[src/iu2x_pkg.sv]
// ----------------------------------------------------------------------------
// iu2x_pkg
// Shared constants and types of the 2x image upscaler.
// ----------------------------------------------------------------------------
package iu2x_pkg;

	localparam int MAX_WIDTH_DEF  = 4096;
	localparam int PIXEL_BITS_DEF = 15;

	localparam int CFG_IDX_W  = 3;
	localparam int CFG_DATA_W = 16;
	localparam int LW_W       = 13;
	localparam int FH_W       = 16;
	localparam int WT_W       = 16;
	localparam int OUT_X_W    = 13;
	localparam int OUT_Y_W    = 17;

	// register indexes
	localparam logic [CFG_IDX_W-1:0] REG_LINE_WIDTH   = 3'd0;
	localparam logic [CFG_IDX_W-1:0] REG_FRAME_HEIGHT = 3'd1;
	localparam logic [CFG_IDX_W-1:0] REG_W_CENTER     = 3'd2;
	localparam logic [CFG_IDX_W-1:0] REG_W_SIDE       = 3'd3;
	localparam logic [CFG_IDX_W-1:0] REG_W_DIAGONAL   = 3'd4;

	// register reset values
	localparam logic [LW_W-1:0] LINE_WIDTH_RST   = 13'd4096;
	localparam logic [FH_W-1:0] FRAME_HEIGHT_RST = 16'd1024;
	localparam logic [WT_W-1:0] W_CENTER_RST     = 16'd36864;
	localparam logic [WT_W-1:0] W_SIDE_RST       = 16'd12288;
	localparam logic [WT_W-1:0] W_DIAGONAL_RST   = 16'd4096;

	// output row / column phase relative to the current input pixel
	localparam logic [1:0] PH_BEFORE = 2'd0; // row above / column to the left
	localparam logic [1:0] PH_MID    = 2'd1; // own row / column, first half
	localparam logic [1:0] PH_AFTER  = 2'd2; // own row / column, second half at the edge

	// which window pixels feed one output pixel
	typedef struct packed {
		logic ctr_top; // center row is the row above
		logic nb_top;  // neighbor row is the row above
		logic ctr_lft; // center column is the column to the left
		logic nb_lft;  // neighbor column is the column to the left
	} iu2x_sel_t;

endpackage

[src/iu2x_interp.sv]
// ----------------------------------------------------------------------------
// iu2x_interp
// Weighted sum of four window pixels for one output pixel, saturated.
// ----------------------------------------------------------------------------
module iu2x_interp #(
	parameter int PIXEL_BITS = iu2x_pkg::PIXEL_BITS_DEF
) (
	input  logic [PIXEL_BITS-1:0]      cur,
	input  logic [PIXEL_BITS-1:0]      left,
	input  logic [PIXEL_BITS-1:0]      up,
	input  logic [PIXEL_BITS-1:0]      upleft,
	input  iu2x_pkg::iu2x_sel_t        sel,
	input  logic [iu2x_pkg::WT_W-1:0]  w_center,
	input  logic [iu2x_pkg::WT_W-1:0]  w_side,
	input  logic [iu2x_pkg::WT_W-1:0]  w_diagonal,
	output logic [PIXEL_BITS-1:0]      value
);
	import iu2x_pkg::*;

	localparam int PC_W  = PIXEL_BITS + WT_W;
	localparam int PS_W  = PIXEL_BITS + WT_W + 1;
	localparam int ACC_W = PIXEL_BITS + WT_W + 2;
	localparam int HI_W  = ACC_W - WT_W;

	logic [PIXEL_BITS-1:0] p_ctr, p_sa, p_sb, p_diag;
	logic [PIXEL_BITS:0]   side_sum;
	logic [PC_W-1:0]       prod_c, prod_d;
	logic [PS_W-1:0]       prod_s;
	logic [ACC_W-1:0]      acc;
	logic [HI_W-1:0]       acc_hi;

	function automatic logic [PIXEL_BITS-1:0] pick(
		input logic top, input logic lft,
		input logic [PIXEL_BITS-1:0] c, input logic [PIXEL_BITS-1:0] l,
		input logic [PIXEL_BITS-1:0] u, input logic [PIXEL_BITS-1:0] ul
	);
		if (top) begin
			return lft ? ul : u;
		end
		return lft ? l : c;
	endfunction

	always_comb begin
		p_ctr  = pick(sel.ctr_top, sel.ctr_lft, cur, left, up, upleft);
		p_sa   = pick(sel.ctr_top, sel.nb_lft, cur, left, up, upleft);
		p_sb   = pick(sel.nb_top, sel.ctr_lft, cur, left, up, upleft);
		p_diag = pick(sel.nb_top, sel.nb_lft, cur, left, up, upleft);
		side_sum = {1'b0, p_sa} + {1'b0, p_sb};
		prod_c = PC_W'(w_center) * PC_W'(p_ctr);
		prod_s = PS_W'(w_side) * PS_W'(side_sum);
		prod_d = PC_W'(w_diagonal) * PC_W'(p_diag);
		acc    = ACC_W'(prod_c) + ACC_W'(prod_s) + ACC_W'(prod_d);
		// drop the fraction, clip at full scale
		acc_hi = acc[ACC_W-1:WT_W];
		if (|acc_hi[HI_W-1:PIXEL_BITS]) begin
			value = '1;
		end else begin
			value = acc_hi[PIXEL_BITS-1:0];
		end
	end

endmodule

[config.mk]
export PLATFORM = sky130hd
export DESIGN_NAME = iu2x_interp
export DESIGN_NICKNAME = d
export VERILOG_FILES = /design/src/iu2x_pkg.sv /design/src/iu2x_interp.sv
export SDC_FILE = /design/constraint.sdc
export NUM_CORES = 2
export LEC_CHECK = 0
export BUFFER_PORTS_ARGS = -buffer_cell sky130_fd_sc_hd__clkbuf_2
export CORE_MARGIN = 3
export CORE_UTILIZATION = 61
export DETAILED_ROUTE_END_ITERATION = 7
export GPL_TIMING_DRIVEN = 1
export MAX_ROUTING_LAYER = met4
export PLACE_DENSITY_LB_ADDON = 0.3
export SLEW_MARGIN = 20
export SYNTH_ARGS = -nofsm -noshare
export SYNTH_HDL_FRONTEND = slang
export SYNTH_SLANG_ARGS = --single-unit
[constraint.sdc]
create_clock -name vclk -period 46.4
set_clock_uncertainty 0.05 [all_clocks]
set_input_delay 9.28 -clock vclk [all_inputs]
set_output_delay 9.28 -clock vclk [all_outputs]
set_load 0.05 [all_outputs]
==> reports/qor.yml <==
cts:
  cts_hold_buf: 0
  cts_resized: 0
  cts_setup_buffers: 0
sta:
  relSlewSlack_pct: 28.5
  fmax_mhz: 33.0
  rsz0062_at_grt: "no"
  finalMaxSlewViolations: 0
  fin_crit_ns: 30.35
  worst_pin_slew_ns: 1.07
  post-route-period-util_pct: 65.4
  finalSetupTns_ns: 0
  setup_viol: 0
  hold_violations: 0
yosys:
  syn_area_sq_um: 27100
  ys_warn_count: 0
  synthCells: 3025
  synth_top_family_by_area: "adder cells"
  synth_xor_area_share_pct: 0.712
  ys_seq_area_share_pct: 0
  synth-compound-area-share_pct: 4.03
  syn_nets: 4085
  synth.distinct_cells: 59
  syn_area_per_cell_sq_um: 8.94
  synthAdderAreaFrac_pct: 62.5
  synthMuxAreaShare_pct: 3.71
  synth-simple-area-share_pct: 15.8
worst_setup_path:
  arrival_ns: 21.01
  endpoint_kind: "output pin"
  startpoint_type: "primary input"
  crit_top_cell: "fa_1"
  crit_type: "in -> out"
  critPathMaxStageDelay_ns: 0.70
  critPathMaxFanout: 30
  worst_ep_required_time_ns: 37.07
  path_delay_family: "adder cells"
  path_buf_inv: 5
  cp_slowest_cell: "nor4_4"
die:
  start_util_pct: 62.3
  rows: 76
  num_io_pins: 127
  die_height_microns: 217
  fp.dieArea_sq_um: 46900
  die_w_microns: 217
  core-area_sq_um: 43500
routing:
  ant_nets: 0
  detail_route.wl_per_cell_microns: 19.9
  drtPass1Iterations: 6
  post-route-drc-count: 0
  drt-total-wl_microns: 72200
  num_vias: 20700
  via_per_inst: 5.73
  first_iter_violations: 1654
grt:
  grt_max_degree: 50
  overflow: 0
  first_global_vias: 23300
  antenna_found_initial: 1
  grt_pass1_wl_microns: 120000
  grtUsageTotal_pct: 33.4
layout:
  design.seq.count: 0
  areaGrowthSynthToFinish_pct: 3.86
  layout-drive-gt1-share_pct: 7.12
  nNetsFinal: 4094
  nClkBuffers: 0
  final-seq-area_sq_um: 0
  fin_cells: 3618
placed_design:
  dp_cells: 3617
  gp_congestion: 0.992
  port_buffers: 127
  dpl.hpwl_microns: 62200
flow_run:
  max-cap-violations: 0
worst_hold_path:
  min_path_type: "in -> out"
status:
  status: "completed"
synthesized netlist by cell type, types with 5 or more instances:
cell type / count / area share [%]
fa_1: 672 / 50
clkbuf_1: 130 / 1.8
nand2_1: 443 / 6.1
nand3b_1: 15 / 0.42
o21ai_0: 16 / 0.30
nand3_1: 7 / 0.13
ha_1: 276 / 13
nand4_1: 20 / 0.46
buf_1: 12 / 0.17
mux4_2: 30 / 2.5
and2_1: 286 / 6.6
inv_1: 804 / 11
o311a_1: 5 / 0.19
xnor2_1: 19 / 0.62
nor2_1: 56 / 0.78
or2_2: 5 / 0.12
o21bai_1: 7 / 0.19
o311ai_0: 13 / 0.42
a21oi_1: 58 / 1.1
a31oi_1: 18 / 0.42
mux2i_1: 16 / 0.59
a21o_1: 10 / 0.28
nor3_1: 24 / 0.44
and3b_1: 7 / 0.23
o22ai_1: 9 / 0.21
mux2_2: 15 / 0.62
per-stage QoR:
step                      util [%]  worst slack [ns]  hold WS (ns)  cell area (sq um)
after global routing          64.7             15.51         20.60              28100
after CTS                     64.6             15.77         20.45              28100
after global placement        64.6             16.13         20.41              28100
after floorplan                  -             16.67         19.68              27100
after detailed placement      64.6             15.78         20.44              28100
final                         64.7             16.06         20.47              28100
final cells by class:
type | count | area (sq um)
diodes | 1 | 2.50
fillers | 3613 | 15400
repair buffers | 152 | 823
well taps | 585 | 732
multi-input cells | 2076 | 23500
inverters | 804 | 3020
layer usage:
metal  vias to the layer above  routed length [microns]  global-route usage [%]
li1                       8930                        -                       -
met1                     10600                    26800                    40.8
met4                         0                     3650                    13.3
met3                       229                     5550                    4.63
met2                       967                    36100                    56.5
met5                         -                        0                       -
layout by cell type, fill, tap and decap left out, types with 18 or more instances in the layout:
cell type	Yosys	final
a31oi_1	18	18
inv_1	804	804
nand4_1	20	20
nor2_1	56	56
and2_1	286	286
nand2_1	443	443
buf_4	0	25
clkbuf_2	0	127
mux4_2	30	30
nor3_1	24	24
ha_1	276	275
fa_1	672	672
a21oi_1	58	56
cell families after synthesis:
group                      count (synthesis)
buffers and inverters                    949
adders and majority gates                948
and+or+nand+nor                          879
AOI/OAI and AO/OA                        166
muxes                                     61
xor gates and xnor gates                  22
worst paths after layout:
| check | start | endpoint | slack [ns] | cells after the start |
|---|---|---|---|---|
| max | sel[0] | value[2] | 16.06 | 36 |
| min | w_center[15] | value[3] | 20.47 | 12 |
worst min-delay path, stage by stage:
cell	delay (ns)
clkbuf_2	0.26
nand2_1	0.17
fa_1	0.17
inv_1	0.04
ha_1	0.16
inv_1	0.07
fa_1	0.17
inv_1	0.04
ha_1	0.30
nor4_1	0.11
o22ai_1	0.15
clkbuf_2	0.30
